### src/sv/lpc_pkg.sv
// ----------------------------------------------------------------------------
// lpc_pkg
// Shared constants and controller/datapath handoff types for the page cache
// tag lookup.
// ----------------------------------------------------------------------------
package lpc_pkg;

    localparam int KEY_W      = 64;
    localparam int SLOT_OUT_W = 6;
    localparam int CAP_W      = 7;
    localparam int DEF_SLOTS  = 64;

    localparam logic [CAP_W-1:0] ACTIVE_RESET = 7'd64;

    // commands from the controller to the datapath
    typedef struct packed {
        logic load;      // latch request key, restart scan
        logic scan;      // issue one key read at the scan pointer
        logic sel_hit;   // select the matching slot
        logic sel_tail;  // select the least recent slot for eviction
        logic unlink;    // retag on evict, unhook selected slot from the list
        logic relink;    // put selected slot at the head of the list
        logic fill;      // take the next free slot
    } lpc_cmd_t;

    // status from the datapath to the controller
    typedef struct packed {
        logic empty;     // no slot in use
        logic match;     // registered compare hit
        logic last;      // registered compare was the last used slot
        logic room;      // fewer slots in use than the capacity
        logic sel_head;  // selected slot already most recent
    } lpc_status_t;

endpackage

### src/sv/lpc_ctrl.sv
// ----------------------------------------------------------------------------
// lpc_ctrl
// Sequencer for one lookup: key scan, then fill or move-to-front of the
// selected slot.
// ----------------------------------------------------------------------------
module lpc_ctrl (
    input  logic                 clk,
    input  logic                 rst_n,
    input  logic                 start,
    input  lpc_pkg::lpc_status_t status,
    output lpc_pkg::lpc_cmd_t    cmd,
    output logic                 busy,
    output logic                 done
);
    import lpc_pkg::*;

    localparam logic [2:0] ST_IDLE = 3'd0;
    localparam logic [2:0] ST_SCAN = 3'd1;
    localparam logic [2:0] ST_FILL = 3'd2;
    localparam logic [2:0] ST_RD   = 3'd3;
    localparam logic [2:0] ST_W1   = 3'd4;
    localparam logic [2:0] ST_W2   = 3'd5;

    logic [2:0] state_reg;
    logic [2:0] state_next;
    logic       done_reg;
    logic       done_next;

    always_comb
    begin
        state_next = state_reg;
        done_next  = 1'b0;
        cmd        = '0;
        unique case (state_reg)
            ST_IDLE:
            begin
                if (start)
                begin
                    cmd.load   = 1'b1;
                    state_next = status.empty ? ST_FILL : ST_SCAN;
                end
            end
            ST_SCAN:
            begin
                cmd.scan = 1'b1;
                priority if (status.match)
                begin
                    cmd.sel_hit = 1'b1;
                    state_next  = ST_RD;
                end
                else if (status.last)
                begin
                    if (status.room)
                    begin
                        state_next = ST_FILL;
                    end
                    else
                    begin
                        cmd.sel_tail = 1'b1;
                        state_next   = ST_RD;
                    end
                end
                else
                begin
                    state_next = ST_SCAN;
                end
            end
            ST_FILL:
            begin
                cmd.fill   = 1'b1;
                done_next  = 1'b1;
                state_next = ST_IDLE;
            end
            ST_RD:
            begin
                state_next = ST_W1;
            end
            ST_W1:
            begin
                cmd.unlink = 1'b1;
                if (status.sel_head)
                begin
                    done_next  = 1'b1;
                    state_next = ST_IDLE;
                end
                else
                begin
                    state_next = ST_W2;
                end
            end
            ST_W2:
            begin
                cmd.relink = 1'b1;
                done_next  = 1'b1;
                state_next = ST_IDLE;
            end
            default:
            begin
                state_next = ST_IDLE;
            end
        endcase
    end

    always_ff @(posedge clk or negedge rst_n)
    begin
        if (!rst_n)
        begin
            state_reg <= ST_IDLE;
            done_reg  <= 1'b0;
        end
        else
        begin
            state_reg <= state_next;
            done_reg  <= done_next;
        end
    end

    assign busy = (state_reg != ST_IDLE);
    assign done = done_reg;

endmodule

### config.mk
export PLATFORM = sky130hd
export DESIGN_NAME = lpc_ctrl
export DESIGN_NICKNAME = d
export VERILOG_FILES = /design/src/sv/lpc_pkg.sv /design/src/sv/lpc_ctrl.sv
export SDC_FILE = /design/constraint.sdc
export NUM_CORES = 1
export LEC_CHECK = 0
export ABC_AREA = 1
export BUFFER_PORTS_ARGS = -buffer_cell sky130_fd_sc_hd__buf_4
export CORE_AREA = 2 2 39 41
export CTS_BUF_LIST = sky130_fd_sc_hd__clkbuf_4 sky130_fd_sc_hd__clkbuf_8 sky130_fd_sc_hd__clkbuf_16
export CTS_CLUSTER_SIZE = 10
export DETAILED_ROUTE_END_ITERATION = 16
export DIE_AREA = 0 0 41 43
export HOLD_SLACK_MARGIN = 0.02
export SLEW_MARGIN = 0
export SYNTH_ARGS = -nofsm -noshare
export SYNTH_HDL_FRONTEND = slang
export SYNTH_SLANG_ARGS = --single-unit
### constraint.sdc
create_clock -name clk -period 1.13 [get_ports clk]
set_clock_uncertainty 0.1 [all_clocks]
set_input_delay 0.226 -clock clk [delete_from_list [all_inputs] [get_ports clk]]
set_output_delay 0.226 -clock clk [all_outputs]
set_load 0.01 [all_outputs]
==> results.tsv, run 1 <==
stage	metric	value	unit
outcome	status	finished with violations	
outcome	violations	setup timing	
critical_path	reg2reg_from	state_reg[1]	
floorplanning	start_util	19.35	%
logic_synthesis	synthTopCellsByArea	dfrtp_1 (37%), inv_1 (9.8%), nand3_1 (9.3%), nand2_1 (8.4%), nand3b_1 (5.6%)	
pwr	peakVddDrop	1031	uV
floorplanning	coreArea	1384	sq um
global_route	grt_use_total	12.40	%
route	num_vias	362	
logic_synthesis	yosys.area.top_type_share	37.38	%
placement	gp_congestion	0.8334	
logic_synthesis	synth-seq-cells	4	
critical_path	required	0.80	ns
placement	place_ws	-0.1101	ns
cts	clock_latency	0.24	ns
sta	rsz0062_at_grt	yes	
logic_synthesis	yosysTopAreaCell	dfrtp_1	
worst_hold_path	worstHoldStart	status[0]	
route	viasPerCell	4.161	
cells_and_area	utilization	43.67	%
logic_synthesis	yosysWarnings	0	
logic_synthesis	synth_cells	38	
cts	clk_pin_slew_worst_paths	0.04	ns
global_route	grt_max_degree	5	
sta	setup_viol	10	
critical_path	rr_worst_depth	8	
cells_and_area	final_common_cell	buf_4	
global_route	antenna_found_initial	0	
sta	relSlewSlack	86.90	%
logic_synthesis	synth_area	267.8	sq um
logic_synthesis	synth_nets	46	
floorplanning	dieArea	1763	sq um
sta	worst_slack	-0.3350	ns
cts	clock_tree.root_cell	clkbuf_4	
route	drtAntennaViolNets	0	
cells_and_area	final_cell_mix	buf_4 (26), inv_1 (5), nand2_1 (5)	
floorplanning	rows	14	
pwr	leakage	0.3258	nW
critical_path	crit_arrival	1.14	ns
critical_path	crit_path_end_kind	output port	
sta	worst_pin_slew	0.1950	ns
floorplanning	die_w	41	microns
critical_path	worst_setup_path_start_kind	flop	
sta	hold_ws	0.1258	ns
critical_path	r2r-end	state_reg[1]	
worst_hold_path	holdPathStages	3	
cts	cts.htree.levels	1	
global_route	grt_pass1_vias	390	
route	dr.pass1.iters	4	
floorplanning	ios	17	
cells_and_area	nNetsFinal	80	
sta	final-max-slew-violation-count	0	
route	drc	0	
placement	portBuffers	16	
cells_and_area	num_antenna_cells	0	
pwr	cellPowerDensity	2551	nW/um^2
cells_and_area	drive_above_1_share	69.01	%
critical_path	path_max_fanout	4	
logic_synthesis	ys_types	14	
sta	finalHoldViolations	0	
sta	fmax	682.6	MHz
global_route	grt_pass1_wl	1483	microns
sta	finalCritPeriodShare	129.6	%
route	routed_wl	796	microns
cts	cts_buffers	3	
cells_and_area	stdcell_count	87	
cts	cts_tree	built	
route	wl_per_cell	9.149	microns
flow_run	maxCapViolCount	0	
cells_and_area	largest_reg_flops	3	
route	dr.first_iter.drc_count	5	
logic_synthesis	synth.yosys.seq_area_share	37.38	%
cells_and_area	area_delta_synth_final	125.7	%
sta	finalWorstPathRequiredPeriod	1.465	ns
cts	clock_path_buffers	2	
global_route	gr-total-overflow	0	
worst_hold_path	hold_class	in -> reg	
placement	dp.cells	80	
critical_path	worstSetupPathType	reg -> out	
critical_path	r2r_slack	-0.25	ns
placement	hpwl	662.2	microns
cts	cts.sinks	4	
worst_hold_path	whs_endpoint	done	
logic_synthesis	syn_avg_cell_area	7.046	sq um
floorplanning	fp.dieH	43	microns
[kinds of logic (layout without fill, tap and decap cells)]
kind of cell / count (synthesis) / count (layout) / synth area share, %
AOI/OAI and AO/OA: 3 / 3 / 8.877
buffers and inverters: 9 / 42 / 12.62
DFF: 4 / 4 / 37.38
and+or+nand+nor: 22 / 22 / 41.12
[worst max-delay path by stage]
| stage | start | endpoint |
|---|---|---|
| 3_3_place_gp | state_reg[0] | cmd[6] |
| 2_1_floorplan | state_reg[1] | cmd[6] |
| 4_1_cts | state_reg[1] | cmd[6] |
| 3_5_place_dp | state_reg[0] | cmd[6] |
| 6_report | state_reg[1] | cmd[6] |
| 5_1_grt | state_reg[2] | cmd[3] |
[repair_timing]
action	4_1_cts	5_1_grt
resized for setup	5	4
endpoints found under the hold margin	4	0
pin swaps	2	3
buffers inserted	1	1
hold buffers	1	0
endpoints found under the setup margin	11	12
[Yosys cell counts, drive strengths merged]
cell    n
inv     9
nand2   8
nand3   5
nor2    5
dfrtp   4
nand3b  2
a21boi  1
nor3    1
nor4    1
o21ai   1
o31ai   1
[where the power goes]
part           switching, mW  internal (mW)
Sequential            0.0515          0.203
Combinational          0.497          0.569
Clock                 0.0644          0.157
Total                  0.613          0.929
[critical path, stage by stage (launching register included)]
cell     delay (ns)
dfrtp_2        0.44
inv_2          0.09
nand2_4        0.06
nor2_4         0.09
inv_2          0.06
nor2_4         0.07
buf_6          0.10
[layer usage]
layer / global-route usage [%] / share of wire [%] / vias up
li1: - / - / 185
met1: 13.03 / 39 / 165
met2: 21.25 / 55 / 12
met3: 3.141 / 6.2 / 0
met4: 6.000 / 0 / 0
met5: 0 / 0 / -
[area by class of cell]
cell class,instances,area [sq um]
Clock buffer,4,30.03
Fill cell,134,779.5
Timing Repair Buffer,29,227.7
Tap cell,16,20.02
Multi-Input combinational cell,25,191.4
Sequential cell,4,101.3
Inverter,9,33.78
[per-stage QoR]
stage / setup TNS (ns) / total power, mW / cell area (sq um)
6_report: -2.835 / 1.542 / 604.3
5_1_grt: -3.511 / 1.674 / 604.3
4_1_cts: -2.789 / 1.459 / 580.6
3_5_place_dp: -0.6552 / 1.152 / 516.7
3_3_place_gp: -0.5537 / 1.138 / 516.7
2_1_floorplan: -0.1390 / 0.6875 / 301.5
Note: power is estimated with default switching activity, not from simulation.
==> run 2, diff against run 1 <==
--- a/config.mk
+++ b/config.mk
@@ -6,6 +6,7 @@
 export NUM_CORES = 1
 export LEC_CHECK = 0
 export ABC_AREA = 1
+export ABC_CLOCK_PERIOD_IN_PS = 1200
 export BUFFER_PORTS_ARGS = -buffer_cell sky130_fd_sc_hd__buf_4
 export CORE_AREA = 2 2 39 41
 export CTS_BUF_LIST = sky130_fd_sc_hd__clkbuf_4 sky130_fd_sc_hd__clkbuf_8 sky130_fd_sc_hd__clkbuf_16
==> constraint.sdc (replaced) <==
create_clock -name clk -period 1.2 [get_ports clk]
set_clock_uncertainty 0.1 [all_clocks]
set_input_delay 0.24 -clock clk [delete_from_list [all_inputs] [get_ports clk]]
set_output_delay 0.24 -clock clk [all_outputs]
set_load 0.02 [all_outputs]
==> run 2 against run 1 <==
  * The run still ends with setup timing left
  * Non-clock buffer count shrank 3
  * Critical path depth is 2 lower
  * Final area fell by 1.4%
  * Largest power group unchanged
==> results.tsv, run 2 (same netlist as run 1, synthesis figures left out) <==
stage	metric	value	unit	change
global_route	grt_use_total	10.37	%	was 12.40%
floorplanning	rows	14		unchanged
cells_and_area	stdcell_area	595.6	sq um	was 604.3 sq um
route	num_vias	342		was 362
pwr	peakVddDrop	748.7	uV	was 1031 uV
floorplanning	fp.dieH	43	microns	unchanged
global_route	gr-total-overflow	0		unchanged
floorplanning	ios	17		unchanged
global_route	grt_pass1_vias	310		was 390
route	dr.first_iter.drc_count	0		was 5
cts	cts.htree.levels	1		unchanged
route	routed_wl	785	microns	was 796 microns
route	wl_per_cell	9.458	microns	was 9.149 microns
outcome	violations	setup timing		unchanged
route	drtAntennaViolNets	0		unchanged
sta	setup_viol	8		was 10
floorplanning	dieArea	1763	sq um	unchanged
cells_and_area	drive_above_1_share	68.66	%	was 69.01%
sta	worst_slack	-0.3113	ns	was -0.3350 ns
floorplanning	coreArea	1384	sq um	unchanged
route	drc	0		unchanged
cts	cts_buffers	3		unchanged
floorplanning	start_util	19.35	%	unchanged
route	dr.pass1.iters	1		was 4
pwr	cellPowerDensity	2448	nW/um^2	was 2551 nW/um^2
critical_path	crit_path_end_kind	output port		unchanged
cts	clock_latency	0.24	ns	about the same
global_route	antenna_found_initial	0		unchanged
cells_and_area	num_antenna_cells	0		unchanged
sta	finalCritPeriodShare	125.9	%	
cells_and_area	area_delta_synth_final	122.4	%	was 125.7%
critical_path	crit_arrival	1.17	ns	was 1.14 ns
route	viasPerCell	4.120		was 4.161
sta	worst_pin_slew	0.2422	ns	was 0.1950 ns
sta	finalWorstPathRequiredPeriod	1.511	ns	
global_route	grt_max_degree	5		unchanged
flow_run	maxCapViolCount	0		unchanged
placement	portBuffers	16		unchanged
critical_path	worst_setup_path_start_kind	flop		unchanged
cts	cts.sinks	4		unchanged
cts	clk_pin_slew_worst_paths	0.03	ns	was 0.04 ns
sta	relSlewSlack	83.72	%	was 86.90%
critical_path	path_max_fanout	3		was 4
worst_hold_path	hold_class	in -> reg		unchanged
pwr	leakage	0.3097	nW	was 0.3258 nW
global_route	grt_pass1_wl	1179	microns	was 1483 microns
cts	cts_tree	built		unchanged
sta	rsz0062_at_grt	yes		unchanged
outcome	status	finished with violations		unchanged
critical_path	worstSetupPathType	reg -> out		unchanged
sta	fin_setup_tns	-1.980	ns	was -2.835 ns
sta	fmax	661.7	MHz	
cells_and_area	nNetsFinal	77		was 80
floorplanning	die_w	41	microns	unchanged
cells_and_area	final_common_cell	buf_4		unchanged
cells_and_area	largest_reg_flops	3		unchanged
cts	clock_tree.root_cell	clkbuf_4		unchanged
placement	placed_area	481.7	sq um	was 516.7 sq um
critical_path	required	0.86	ns	was 0.80 ns
placement	hpwl	596.8	microns	was 662.2 microns
cells_and_area	final_cell_mix	buf_4 (18), buf_6 (7), inv_2 (6), nand2_1 (6)		was buf_4 (26), inv_1 (5), nand2_1 (5)
placement	gp_congestion	0.6751		was 0.8334
sta	final-max-slew-violation-count	0		unchanged
cts	clock_path_buffers	2		unchanged
sta	finalHoldViolations	0		unchanged
[run 2: changes by cell type in the layout (fill, tap and decap cells not counted), moves of 2 or more]
cell / change
buf_4: -8
buf_6: +5
inv_1: -2
inv_2: +2
[run 2: per-layer routing]
layer,GRT usage [%],wire (microns),vias up
met2,15.31,450,8
met3,1.571,34,2
met5,0,0,-
li1,-,-,179
met4,10.00,14,0
met1,11.69,285,153
[run 2: per-stage QoR]
step,hold WS (ns),util [%],std cells,power (mW),setup slack [ns]
2_1_floorplan,-0.1556,-,38,0.6794,-0.1648
3_3_place_gp,-0.06234,34.81,78,1.051,-0.08294
3_5_place_dp,-0.06156,34.81,78,1.057,-0.08882
4_1_cts,0.1473,40.33,83,1.347,-0.3129
5_1_grt,0.1753,43.04,83,1.564,-0.3741
6_report,0.1591,43.04,83,1.458,-0.3113
[run 2: repair_timing]
action,4_1_cts,5_1_grt
setup buffers,1,0
hold buffers,1,0
resized for setup,12,8
hold endpoints to repair,4,0
pin swaps,0,1
endpoints found under the setup margin,8,10
gates cloned,0,0
[run 2: final timing paths]
path	start	end	slack, ns	cells after the start
worst max-delay path	state_reg[2]	cmd[3]	-0.31	4
worst min-delay path	status[0]	done	0.16	3
worst max register to register	state_reg[1]	state_reg[0]	0.05	6
worst min register to register	state_reg[2]	state_reg[2]	0.55	2
max in group asynchronous	rst_n	state_reg[2]	0.66	2
min in group asynchronous	rst_n	state_reg[0]	0.24	2
[run 2: where the power goes]
group	switching, mW	total [mW]	internal [mW]
sequential	0.0459	0.235	0.189
clock	0.0545	0.166	0.112
combinational	0.557	1.06	0.500
total	0.658	1.46	0.800
[run 2: worst max-delay path: stages, from the launching register on]
cell     delay, ns
dfrtp_1       0.39
inv_2         0.07
nand2_2       0.07
nor4_2        0.23
buf_4         0.18
[run 2: final cells by class]
type	instances	area, sq um
clock buffers	3	22.52
fillers	149	788.3
inverters	9	33.78
multi-input cells	25	195.2
flip-flops and latches	4	100.1
well taps	16	20.02
repair buffers	26	224.0
==> run 3, diff against run 2 <==
--- a/config.mk
+++ b/config.mk
@@ -14,6 +14,7 @@
 export DETAILED_ROUTE_END_ITERATION = 16
 export DIE_AREA = 0 0 41 43
 export HOLD_SLACK_MARGIN = 0.02
+export MAX_ROUTING_LAYER = met4
 export SLEW_MARGIN = 0
 export SYNTH_ARGS = -nofsm -noshare
 export SYNTH_HDL_FRONTEND = slang
==> run 3 against run 2 <==
  * The run still ends with setup timing left
  * Critical path depth unchanged
  * Hold slack improved by 0.0030 ns
  * Wire length decreased by 2.4%
  * Flip-flop and latch count unchanged
  * Sequential power about the same
  * Die area is the same
  * Setup slack improved by 0.0096 ns
==> results.tsv, run 3 (same netlist as run 1, synthesis figures left out) <==
stage	metric	value	unit	change
cts	cts_buffers	3		unchanged
placement	gp_congestion	0.6818		was 0.6751
cts	clk_pin_slew_worst_paths	0.03	ns	about the same
placement	place_ws	-0.08882	ns	unchanged
pwr	peakVddDrop	729.1	uV	was 748.7 uV
pwr	p_switching	0.6513	mW	was 0.6577 mW
route	wl_per_cell	9.229	microns	was 9.458 microns
route	dr.pass1.iters	2		was 1
global_route	grt_pass1_vias	312		was 310
route	num_vias	337		was 342
worst_hold_path	hold_class	in -> reg		unchanged
sta	fmax	665.9	MHz	was 661.7 MHz
global_route	grt_use_total	10.53	%	was 10.37%
global_route	antenna_found_initial	0		unchanged
cells_and_area	final_common_cell	buf_4		unchanged
worst_hold_path	whs_endpoint	done		unchanged
critical_path	required	0.86	ns	about the same
critical_path	path_max_fanout	3		unchanged
critical_path	crit_arrival	1.16	ns	was 1.17 ns
cells_and_area	regArea	100.1	sq um	unchanged
cts	clock_tree.root_cell	clkbuf_4		unchanged
placement	hpwl	596.8	microns	unchanged
floorplanning	die_w	41	microns	unchanged
cts	clock_path_buffers	2		unchanged
critical_path	crit_path_end_kind	output port		unchanged
cts	cts.sinks	4		unchanged
pwr	power.share.clock	11.3	%	was 11.4%
pwr	cellPowerDensity	2438	nW/um^2	was 2448 nW/um^2
critical_path	worst_setup_path_start_kind	flop		unchanged
global_route	grt_pass1_wl	1166	microns	was 1179 microns
floorplanning	rows	14		unchanged
cells_and_area	nNetsFinal	77		unchanged
floorplanning	ios	17		unchanged
route	drtAntennaViolNets	0		unchanged
floorplanning	dieArea	1763	sq um	unchanged
cells_and_area	drive_above_1_share	68.66	%	unchanged
cells_and_area	num_antenna_cells	0		unchanged
outcome	status	finished with violations		unchanged
pwr	swShare	45.13	%	was 45.11%
cells_and_area	stdcell_area	591.8	sq um	was 595.6 sq um
route	routed_wl	766	microns	was 785 microns
critical_path	worstSetupPathType	reg -> out		unchanged
global_route	grt_max_degree	5		unchanged
cells_and_area	utilization	42.77	%	was 43.04%
sta	rsz0062_at_grt	yes		unchanged
sta	finalHoldViolations	0		unchanged
cells_and_area	stdcell_count	83		unchanged
sta	worst_slack	-0.3017	ns	was -0.3113 ns
cells_and_area	n_fill_cell	147		was 149
cells_and_area	final_cell_mix	buf_4 (19), inv_2 (6), nand2_1 (6), buf_6 (6)		was buf_4 (18), buf_6 (7), inv_2 (6), nand2_1 (6)
sta	fin_setup_tns	-1.943	ns	was -1.980 ns
pwr	leakage	0.3082	nW	was 0.3097 nW
placement	portBuffers	16		unchanged
global_route	gr-total-overflow	0		unchanged
cells_and_area	area_delta_synth_final	121.0	%	was 122.4%
sta	worst_pin_slew	0.2306	ns	was 0.2422 ns
sta	finalWorstPathRequiredPeriod	1.502	ns	was 1.511 ns
sta	relSlewSlack	84.50	%	was 83.72%
pwr	seq_power_share	16.2	%	was 16.1%
placement	dp.cells	78		unchanged
cts	clock_latency	0.23	ns	was 0.24 ns
critical_path	r2r-end	state_reg[0]		unchanged
route	dr.first_iter.drc_count	2		was 0
sta	finalCritPeriodShare	125.1	%	was 125.9%
worst_hold_path	holdPathStages	3		unchanged
floorplanning	start_util	19.35	%	unchanged
critical_path	rr_worst_depth	6		unchanged
route	drc	0		unchanged
pwr	power_frac_comb	72.5	%	about the same
flow_run	maxCapViolCount	0		unchanged
sta	setup_viol	8		unchanged
critical_path	startpoint	state_reg[2]		unchanged
cells_and_area	largest_reg_flops	3		unchanged
cts	cts_tree	built		unchanged
placement	placed_area	481.7	sq um	unchanged
outcome	violations	setup timing		unchanged
floorplanning	fp.dieH	43	microns	unchanged
cts	cts.htree.levels	1		unchanged
worst_hold_path	worstHoldStart	status[0]		unchanged
floorplanning	coreArea	1384	sq um	unchanged
sta	final-max-slew-violation-count	0		unchanged
critical_path	r2r_slack	0.06	ns	was 0.05 ns
route	viasPerCell	4.060		was 4.120
pwr	intPower	0.7917	mW	was 0.8004 mW
cells_and_area	multi_input_area	195.2	sq um	unchanged
critical_path	reg2reg_from	state_reg[1]		unchanged
## run 3: how the worst max path moves through the flow
| stage | to | slack, ns | depth (start not counted) |
|---|---|---|---|
| after floorplan | cmd[4] | -0.16 | 3 |
| after global placement | cmd[3] | -0.08 | 4 |
| after detailed placement | cmd[6] | -0.09 | 6 |
| after CTS | cmd[3] | -0.31 | 4 |
| after global routing | cmd[6] | -0.37 | 6 |
| final | cmd[3] | -0.30 | 4 |
## run 3: worst max-delay path, cell delays in order (launching register included)
cell,delay [ns]
dfrtp_1,0.39
inv_2,0.07
nand2_2,0.06
nor4_2,0.22
buf_4,0.18
## run 3: final cells by class
class	instances	area share (%)
multi-input combinational	25	32.98
inverter	9	5.708
clock buffer	3	3.805
tap	16	3.383
sequential	4	16.91
timing repair buffer	26	37.21
## run 3: metrics by stage
stage	power, mW	hold slack, ns
floorplan	0.6794	-0.1556
global placement	1.051	-0.06234
detailed placement	1.057	-0.06156
CTS	1.347	0.1473
global route	1.550	0.1753
finish	1.443	0.1621
## run 3: metal layers
layer  GRT usage (%)  part of all wire [%]  vias up  wire (microns)
met2           15.31                    59        6             455
met5               -                     0        -               0
met3           1.571                   3.4        0              26
met1           11.36                    37      149             283
li1                -                     -      182               -
met4           10.00                     0        0               0
## run 3: repair_timing
item                                    in CTS  in global routing
hold buffers                                 1                  0
resized for setup                           12                  7
endpoints found under the setup margin       8                 10
setup buffers                                1                  0
pin swaps                                    0                  1
endpoints found under the hold margin        4                  0
## run 3: power groups by stage
stage	combinational [mW]	clock, mW	sequential, mW
2_1_floorplan	0.421	0	0.259
3_3_place_gp	0.813	0	0.238
3_5_place_dp	0.820	0	0.237
4_1_cts	0.938	0.174	0.235
5_1_grt	1.13	0.181	0.242
6_report	1.05	0.163	0.234
